[config.mk]
export PLATFORM = sky130hd
export DESIGN_NAME = serial_controlled_blink_rate_flat
export DESIGN_NICKNAME = d
export VERILOG_FILES = /design/src/hdl/scb_pkg.sv /design/src/hdl/scb_in_if.sv /design/src/hdl/scb_out_if.sv /design/src/hdl/serial_controlled_blink_rate.sv /design/src/flat_wrapper.sv
export SDC_FILE = /design/constraint.sdc
export NUM_CORES = 1
export LEC_CHECK = 0
export ABC_AREA = 1
export BUFFER_PORTS_ARGS = -buffer_cell sky130_fd_sc_hd__buf_2
export CORE_UTILIZATION = 45
export CTS_CLUSTER_DIAMETER = 30
export DETAILED_ROUTE_END_ITERATION = 16
export PLACE_DENSITY_LB_ADDON = 0.05
export SKIP_CTS_REPAIR_TIMING = 1
export SYNTH_ARGS = -nofsm -noshare
export SYNTH_HDL_FRONTEND = slang
export SYNTH_SLANG_ARGS = --single-unit
[constraint.sdc]
create_clock -name clk_i -period 1.93 [get_ports clk_i]
set_input_delay 0.386 -clock clk_i [delete_from_list [all_inputs] [get_ports clk_i]]
set_output_delay 0.386 -clock clk_i [all_outputs]
set_load 0.05 [all_outputs]
[src/hdl/scb_pkg.sv]
// scb_pkg: constants, period table and reply codes of the serial blink-rate block
// used by the channel interfaces and by serial_controlled_blink_rate
`default_nettype none

package scb_pkg;

  localparam int unsigned NUM_PERIODS = 7;   // legal range 2 to 8
  localparam int unsigned IDX_W       = 3;
  localparam int unsigned CNT_W       = 15;
  localparam int unsigned CHAR_W      = 8;
  localparam int unsigned BEAT_W      = 2;

  localparam logic [IDX_W-1:0] TOP_INDEX = IDX_W'(NUM_PERIODS - 1);

  localparam logic [CNT_W-1:0] PERIOD_TABLE [8] = '{
    15'd16000, 15'd8000, 15'd5333, 15'd4000,
    15'd2666,  15'd2000, 15'd1600, 15'd1333
  };

  localparam logic [CHAR_W-1:0] CH_PLUS  = 8'h2B;
  localparam logic [CHAR_W-1:0] CH_MINUS = 8'h2D;
  localparam logic [CHAR_W-1:0] CH_ZERO  = 8'h30;
  localparam logic [CHAR_W-1:0] CH_LF    = 8'h0A;
  localparam logic [CHAR_W-1:0] CH_CR    = 8'h0D;
  localparam logic [CHAR_W-1:0] CH_QUERY = 8'h3F;
  localparam logic [CHAR_W-1:0] CH_O     = 8'h4F;
  localparam logic [CHAR_W-1:0] CH_K     = 8'h4B;
  localparam logic [CHAR_W-1:0] CH_NUL   = 8'h00;

  localparam logic [BEAT_W-1:0] BEAT_FIRST  = 2'd0;
  localparam logic [BEAT_W-1:0] BEAT_SECOND = 2'd1;

  localparam logic CMD_TICK = 1'b0;

  typedef enum logic [1:0] {
    REPLY_NONE,
    REPLY_QUERY,
    REPLY_OK
  } reply_e;

endpackage

`default_nettype wire

[src/hdl/scb_in_if.sv]
// scb_in_if: input channel, a timer tick or a received character per beat
// depends on scb_pkg for the field widths
`default_nettype none

interface scb_in_if;
  logic                       valid;
  logic                       ready;
  logic                       cmd;
  logic [scb_pkg::CHAR_W-1:0] ch;

  modport source (output valid, output cmd, output ch, input ready);
  modport sink   (input valid, input cmd, input ch, output ready);
endinterface

`default_nettype wire

[src/hdl/scb_out_if.sv]
// scb_out_if: result channel, one reply character slot and the led level per beat
// depends on scb_pkg for the field widths
`default_nettype none

interface scb_out_if;
  logic                       valid;
  logic                       ready;
  logic                       led_level;
  logic                       char_valid;
  logic [scb_pkg::CHAR_W-1:0] tx_char;
  logic                       last;

  modport source (output valid, output led_level, output char_valid, output tx_char,
                  output last, input ready);
  modport sink   (input valid, input led_level, input char_valid, input tx_char,
                  input last, output ready);
endinterface

`default_nettype wire

[src/hdl/serial_controlled_blink_rate.sv]
// serial_controlled_blink_rate: blink timer with a serial command interpreter
// depends on scb_pkg, scb_in_if and scb_out_if
//
//   channel | dir | beat payload
//   in_i    | in  | cmd, ch
//   out_o   | out | led_level, char_valid, tx_char, last
//
// blinker state is updated in the cycle an input beat is taken; the reply is
// held in an output register and sent by a small beat sequencer, one beat a cycle
// while out_o.ready is high; a tick, cr or lf gives one beat with no character,
// an unknown character gives '?' then lf, and '+', '-' or '0' give 'O', 'K', lf
// the next input is taken while the final reply beat is being taken
// reset: count 0, index 0, blinking on, led dark; a stalled reply beat holds
`default_nettype none

module serial_controlled_blink_rate (
  input  wire  clk_i,
  input  wire  rst_ni,
  scb_in_if.sink    in_i,
  scb_out_if.source out_o
);
  import scb_pkg::*;

  logic [CNT_W-1:0]  tick_count_q, tick_count_d;
  logic [IDX_W-1:0]  period_index_q, period_index_d;
  logic              blink_enabled_q, blink_enabled_d;
  logic              led_pin_q, led_pin_d;

  logic              out_valid_q;
  reply_e            reply_q, reply_d;
  logic [BEAT_W-1:0] beat_q;
  logic              led_out_q;

  logic              out_last;
  logic              in_accept;

  assign in_i.ready = !out_valid_q || (out_o.ready && out_last);
  assign in_accept  = in_i.valid && in_i.ready;

  // next blinker state and reply kind for the beat on the input
  always_comb begin
    tick_count_d    = tick_count_q;
    period_index_d  = period_index_q;
    blink_enabled_d = blink_enabled_q;
    led_pin_d       = led_pin_q;
    reply_d         = REPLY_NONE;
    if (in_i.cmd == CMD_TICK) begin
      if (blink_enabled_q) begin
        if (tick_count_q <= CNT_W'(1)) begin
          led_pin_d    = !led_pin_q;
          tick_count_d = PERIOD_TABLE[period_index_q];
        end else begin
          tick_count_d = tick_count_q - CNT_W'(1);
        end
      end
    end else begin
      case (in_i.ch)
        CH_PLUS: begin
          reply_d = REPLY_OK;
          if (!blink_enabled_q) begin
            blink_enabled_d = 1'b1;
            led_pin_d       = 1'b1;
          end
          if (period_index_q < TOP_INDEX) begin
            period_index_d = period_index_q + IDX_W'(1);
            tick_count_d   = PERIOD_TABLE[period_index_q + IDX_W'(1)];
          end
        end
        CH_MINUS: begin
          reply_d = REPLY_OK;
          if (!blink_enabled_q) begin
            blink_enabled_d = 1'b1;
            led_pin_d       = 1'b1;
          end
          if (period_index_q != '0) begin
            period_index_d = period_index_q - IDX_W'(1);
            tick_count_d   = PERIOD_TABLE[period_index_q - IDX_W'(1)];
          end
        end
        CH_ZERO: begin
          reply_d         = REPLY_OK;
          blink_enabled_d = 1'b0;
          led_pin_d       = 1'b0;
        end
        CH_LF, CH_CR: begin
          reply_d = REPLY_NONE;
        end
        default: begin
          reply_d = REPLY_QUERY;
        end
      endcase
    end
  end

  // reply beat decode
  always_comb begin
    out_o.char_valid = 1'b0;
    out_o.tx_char    = CH_NUL;
    out_last         = 1'b1;
    case (reply_q)
      REPLY_NONE: begin
        out_last = 1'b1;
      end
      REPLY_QUERY: begin
        out_o.char_valid = 1'b1;
        out_o.tx_char    = (beat_q == BEAT_FIRST) ? CH_QUERY : CH_LF;
        out_last         = (beat_q != BEAT_FIRST);
      end
      REPLY_OK: begin
        out_o.char_valid = 1'b1;
        case (beat_q)
          BEAT_FIRST: begin
            out_o.tx_char = CH_O;
            out_last      = 1'b0;
          end
          BEAT_SECOND: begin
            out_o.tx_char = CH_K;
            out_last      = 1'b0;
          end
          default: begin
            out_o.tx_char = CH_LF;
            out_last      = 1'b1;
          end
        endcase
      end
      default: begin
        out_last = 1'b1;
      end
    endcase
  end

  assign out_o.valid     = out_valid_q;
  assign out_o.last      = out_last;
  assign out_o.led_level = led_out_q;

  always_ff @(posedge clk_i or negedge rst_ni) begin
    if (!rst_ni) begin
      tick_count_q    <= '0;
      period_index_q  <= '0;
      blink_enabled_q <= 1'b1;
      led_pin_q       <= 1'b0;
      out_valid_q     <= 1'b0;
      reply_q         <= REPLY_NONE;
      beat_q          <= BEAT_FIRST;
    end else if (in_accept) begin
      tick_count_q    <= tick_count_d;
      period_index_q  <= period_index_d;
      blink_enabled_q <= blink_enabled_d;
      led_pin_q       <= led_pin_d;
      out_valid_q     <= 1'b1;
      reply_q         <= reply_d;
      beat_q          <= BEAT_FIRST;
    end else if (out_valid_q && out_o.ready) begin
      if (out_last) begin
        out_valid_q <= 1'b0;
      end else begin
        beat_q <= beat_q + BEAT_W'(1);
      end
    end
  end

  // led level travels with the reply, no reset needed
  always_ff @(posedge clk_i) begin
    if (in_accept) begin
      led_out_q <= led_pin_d;
    end
  end

endmodule

`default_nettype wire
[src/flat_wrapper.sv]
// flat-port wrapper written by rule: the top's interface ports become plain ports
module serial_controlled_blink_rate_flat import scb_pkg::*;
  (clk_i, rst_ni, in_i_valid, in_i_cmd, in_i_ch, in_i_ready, out_o_valid, out_o_led_level, out_o_char_valid, out_o_tx_char, out_o_last, out_o_ready);
  scb_in_if in_i_i ();
  scb_out_if out_o_i ();
  input  wire clk_i;
  input  wire rst_ni;
  input wire logic [$bits(in_i_i.valid)-1:0] in_i_valid;
  input wire logic [$bits(in_i_i.cmd)-1:0] in_i_cmd;
  input wire logic [$bits(in_i_i.ch)-1:0] in_i_ch;
  output wire logic [$bits(in_i_i.ready)-1:0] in_i_ready;
  output wire logic [$bits(out_o_i.valid)-1:0] out_o_valid;
  output wire logic [$bits(out_o_i.led_level)-1:0] out_o_led_level;
  output wire logic [$bits(out_o_i.char_valid)-1:0] out_o_char_valid;
  output wire logic [$bits(out_o_i.tx_char)-1:0] out_o_tx_char;
  output wire logic [$bits(out_o_i.last)-1:0] out_o_last;
  input wire logic [$bits(out_o_i.ready)-1:0] out_o_ready;
  assign in_i_i.valid = in_i_valid;
  assign in_i_i.cmd = in_i_cmd;
  assign in_i_i.ch = in_i_ch;
  assign in_i_ready = in_i_i.ready;
  assign out_o_valid = out_o_i.valid;
  assign out_o_led_level = out_o_i.led_level;
  assign out_o_char_valid = out_o_i.char_valid;
  assign out_o_tx_char = out_o_i.tx_char;
  assign out_o_last = out_o_i.last;
  assign out_o_i.ready = out_o_ready;
  serial_controlled_blink_rate u_core (.clk_i(clk_i), .rst_ni(rst_ni), .in_i(in_i_i), .out_o(out_o_i));
endmodule
==> flow_metrics.py <==
metrics = {
    "outcome": {
        "status": "finished clean",
    },
    "sta": {
        "fmax_ghz": 0.5274,
        "tns_ns": 0,
        "hold_viol": 0,
        "final_max_slew_viol_count": 0,
        "slew_headroom": 0.5905,
        "rsz0062_at_grt": "true",
        "min_period_ns": 1.896,
        "period_share": 0.9823,
        "tightest_slew_ns": 0.6142,
        "setup_viol": 0,
        "skew_ns": 0.003227,
    },
    "grt": {
        "antenna_found_initial": 0,
        "grt_pass1_wl_um": 11860,
        "grt_max_degree": 26,
        "grt_util_met2": 0.3615,
        "grt_util_all_layers": 0.2349,
        "busiest_layer": "met2",
        "grt-ovfl-total": 0,
        "grt_pass1_vias": 2479,
        "grt_use_met1": 0.3490,
        "grt_util_met3": 0.02614,
    },
    "place": {
        "portBuffers": 24,
        "hpwl_um": 5296,
        "placed_cell_area_mm2": 0.002979,
        "place.gp.congestion": 0.9229,
    },
    "die": {
        "design.core.area_mm2": 0.005921,
        "dieArea_mm2": 0.006422,
        "rows": 28,
        "chipWidth_um": 80.14,
        "start_util": 0.4641,
        "io_pins": 26,
        "chipHeight_um": 80.14,
    },
    "cells_and_area": {
        "fin_nets": 478,
        "insertedDiodeCount": 0,
        "syn2layout_area_growth_pct": 16.48,
        "finalInstanceArea_mm2": 0.003201,
        "drive_gt1_frac": 0.2472,
    },
    "drt": {
        "ant_nets": 0,
        "wl_per_cell_um": 13.91,
        "dr.pass1.iters": 5,
        "vias": 2710,
        "routed_wl_um": 7234,
        "drc": 0,
        "first_iter_violations": 176,
        "viasPerCell": 5.212,
    },
    "power_and_ir_drop": {
        "power_frac_seq": 0.257,
        "combinationalPowerShare": 0.620,
        "power_density_mw_per_mm2": 1176,
        "switching_share": 0.5143,
        "power.leakage_nw": 1.613,
        "internal_power_w": 0.001828,
        "net-switching-power_w": 0.001935,
        "ir_drop_mv": 0.8932,
        "p_clk_frac": 0.124,
        "total_power_w": 0.003762,
    },
    "yosys": {
        "syn_area_mm2": 0.002748,
        "synth_area_leader_cell": "dfrtp_1",
        "seq_area_frac_synth": 0.2391,
        "yosysTopAreaCellShare": 0.2186,
        "syn_nets": 443,
        "synthArstFlopShare": 0.9615,
        "synth_flop_cell": "dfrtp_1",
        "ys_warn_count": 0,
        "syn_inst": 411,
        "avgSynthCellArea_um2": 6.685,
        "synth_edf_count": 1,
        "ys_ff_latch": 26,
        "ys_top_cells_by_area": "dfrtp_1 (22%), nand2_1 (16%), ha_1 (8.7%)",
        "synthDistinctLibCells": 43,
    },
    "cts": {
        "cts_buffers": 3,
        "cts_max_level": 1,
        "cts_tree": "done",
        "ctsLongestPathBuffers": 2,
        "clk_pin_slew_ns": 0.10,
        "cts_sinks": 26,
        "worstSkewPairLatency_ns": 0.27,
        "clockRootBuffer": "clkbuf_8",
    },
    "worst_setup_path": {
        "cp_top_family": "flip-flops",
        "crit_fanout": 3,
        "setup.worst_path.start_class": "flip-flop",
        "cpMostUsedCell": "inv_2",
        "path_class": "reg2out",
        "r2r_cells": 11,
        "max_stage_delay_ns": 0.39,
        "cp.arrival_ns": 1.51,
        "cp_num_cells": 8,
        "crit_chain": "inv_2 -> ha_2 -> nor2_2 -> nand2_2 -> nand4_4 -> nand2_4 -> inv_2 -> buf_6",
        "critPathBufInv": 3,
        "cp.required_ns": 1.54,
        "cp-end-kind": "output port",
        "crit_slowest_cell": "dfrtp_1",
        "reg2reg_slack_ns": 0.13,
    },
    "min_path": {
        "hp-class": "in2async",
    },
    "flow_run": {
        "drv_cap": 0,
    },
}
state kept, by name, indices dropped and copies added, names as in the netlist:
signal                  count
u_core.tick_count_q        15
u_core.period_index_q       3
u_core.beat_q               2
u_core.reply_q              2
u_core.blink_enabled_q      1
u_core.led_pin_q            1
u_core.out_o.led_level      1
u_core.out_o.valid          1
placed cells by master (no fill, tap or decap), drive strengths merged:
cell type and instances:
o22ai 2, buf 41, nand3b 1, xnor2 2, dfstp 1, o21a 1, clkbuf 5, dfrtp 24
o31ai 1, nand4 7, nand3 43, o2111ai 1, nand2 126, inv 50, o21ai 45, a21oi 13
xor2 4, nor2 46, o211ai 4, conb 1, ha 19, and3 1, nor3 4, o21bai 1
edfxtp 1, bufinv 1
Yosys cell counts (4+ instances only):
master	n
a21oi_1	13
buf_2	5
buf_4	5
dfrtp_1	24
ha_1	19
inv_1	43
inv_2	4
nand2_1	118
nand2_2	4
nand3_1	37
nand3_2	4
nand4_1	4
nor2_1	32
nor2_2	8
nor3_1	4
o211ai_1	4
o21ai_0	42
xor2_1	4
power groups by stage:
stage	logic (W)	clock network [W]	registers, W
floorplan	0.00171	0	0.000945
global placement	0.00213	0	0.000966
detailed placement	0.00215	0	0.000973
CTS	0.00216	0.000479	0.000960
global route	0.00261	0.000496	0.000999
finish	0.00233	0.000466	0.000966
per-stage QoR:
| stage | hold slack, ns | cells | utilization | worst slack (ns) |
|---|---|---|---|---|
| final | 0.1117 | 520 | 0.5406 | 0.03408 |
| after global placement | 0.4405 | 509 | 0.5032 | 0.01041 |
| after detailed placement | 0.4446 | 509 | 0.5032 | -0.001026 |
| after global routing | 0.1675 | 520 | 0.5406 | -0.05079 |
| after floorplan | 0.09041 | 411 | - | -0.02228 |
| after CTS | 0.1329 | 513 | 0.5152 | -0.1933 |
worst register-to-register path, delay by kind of cell (launching register included):
kind / cells / cell delay [ns]
flops: 1 / 0.39
fa+ha+maj: 1 / 0.17
buf+inv: 2 / 0.18
simple gates: 8 / 1.00
kinds of logic (layout without fill, tap and decap cells):
| family | after synthesis | after routing | synth area share |
|---|---|---|---|
| AND/OR/NAND/NOR | 226 | 228 | 0.4053 |
| AO/OA/AOI/OAI | 68 | 68 | 0.1352 |
| buffers and inverters | 65 | 97 | 0.1134 |
| flip-flops | 26 | 26 | 0.2391 |
| adder cells (fa/ha/maj) | 19 | 19 | 0.08652 |
| XOR/XNOR | 6 | 6 | 0.01913 |
| other | 1 | 1 | 0.001365 |
cell type report:
type	instances	area, um2
fill	608	2720
timing repair buffer	43	291.5
sequential	26	658.1
multi-input combinational	322	1888
clock inverter	1	30.03
clock buffer	3	41.29
tap	75	93.84
inverter	50	197.7
routing by layer:
layer	share of wire	up-vias
met4	0.0079	0
li1	-	1397
met5	0	-
met1	0.50	1251
met2	0.45	56
met3	0.045	6
path summary, 6_finish.rpt:
kind,endpoint,from
max,in_i_ready,u_core.beat_q[1]
min in group clk_i,u_core.out_o.valid,in_i_valid
max in group asynchronous,u_core.period_index_q[0],rst_ni
min reg2reg,u_core.blink_enabled_q,u_core.blink_enabled_q
max reg2reg,u_core.tick_count_q[13],u_core.beat_q[0]
min,u_core.beat_q[1],rst_ni
No activity file was read; power rests on OpenSTA's default activity.
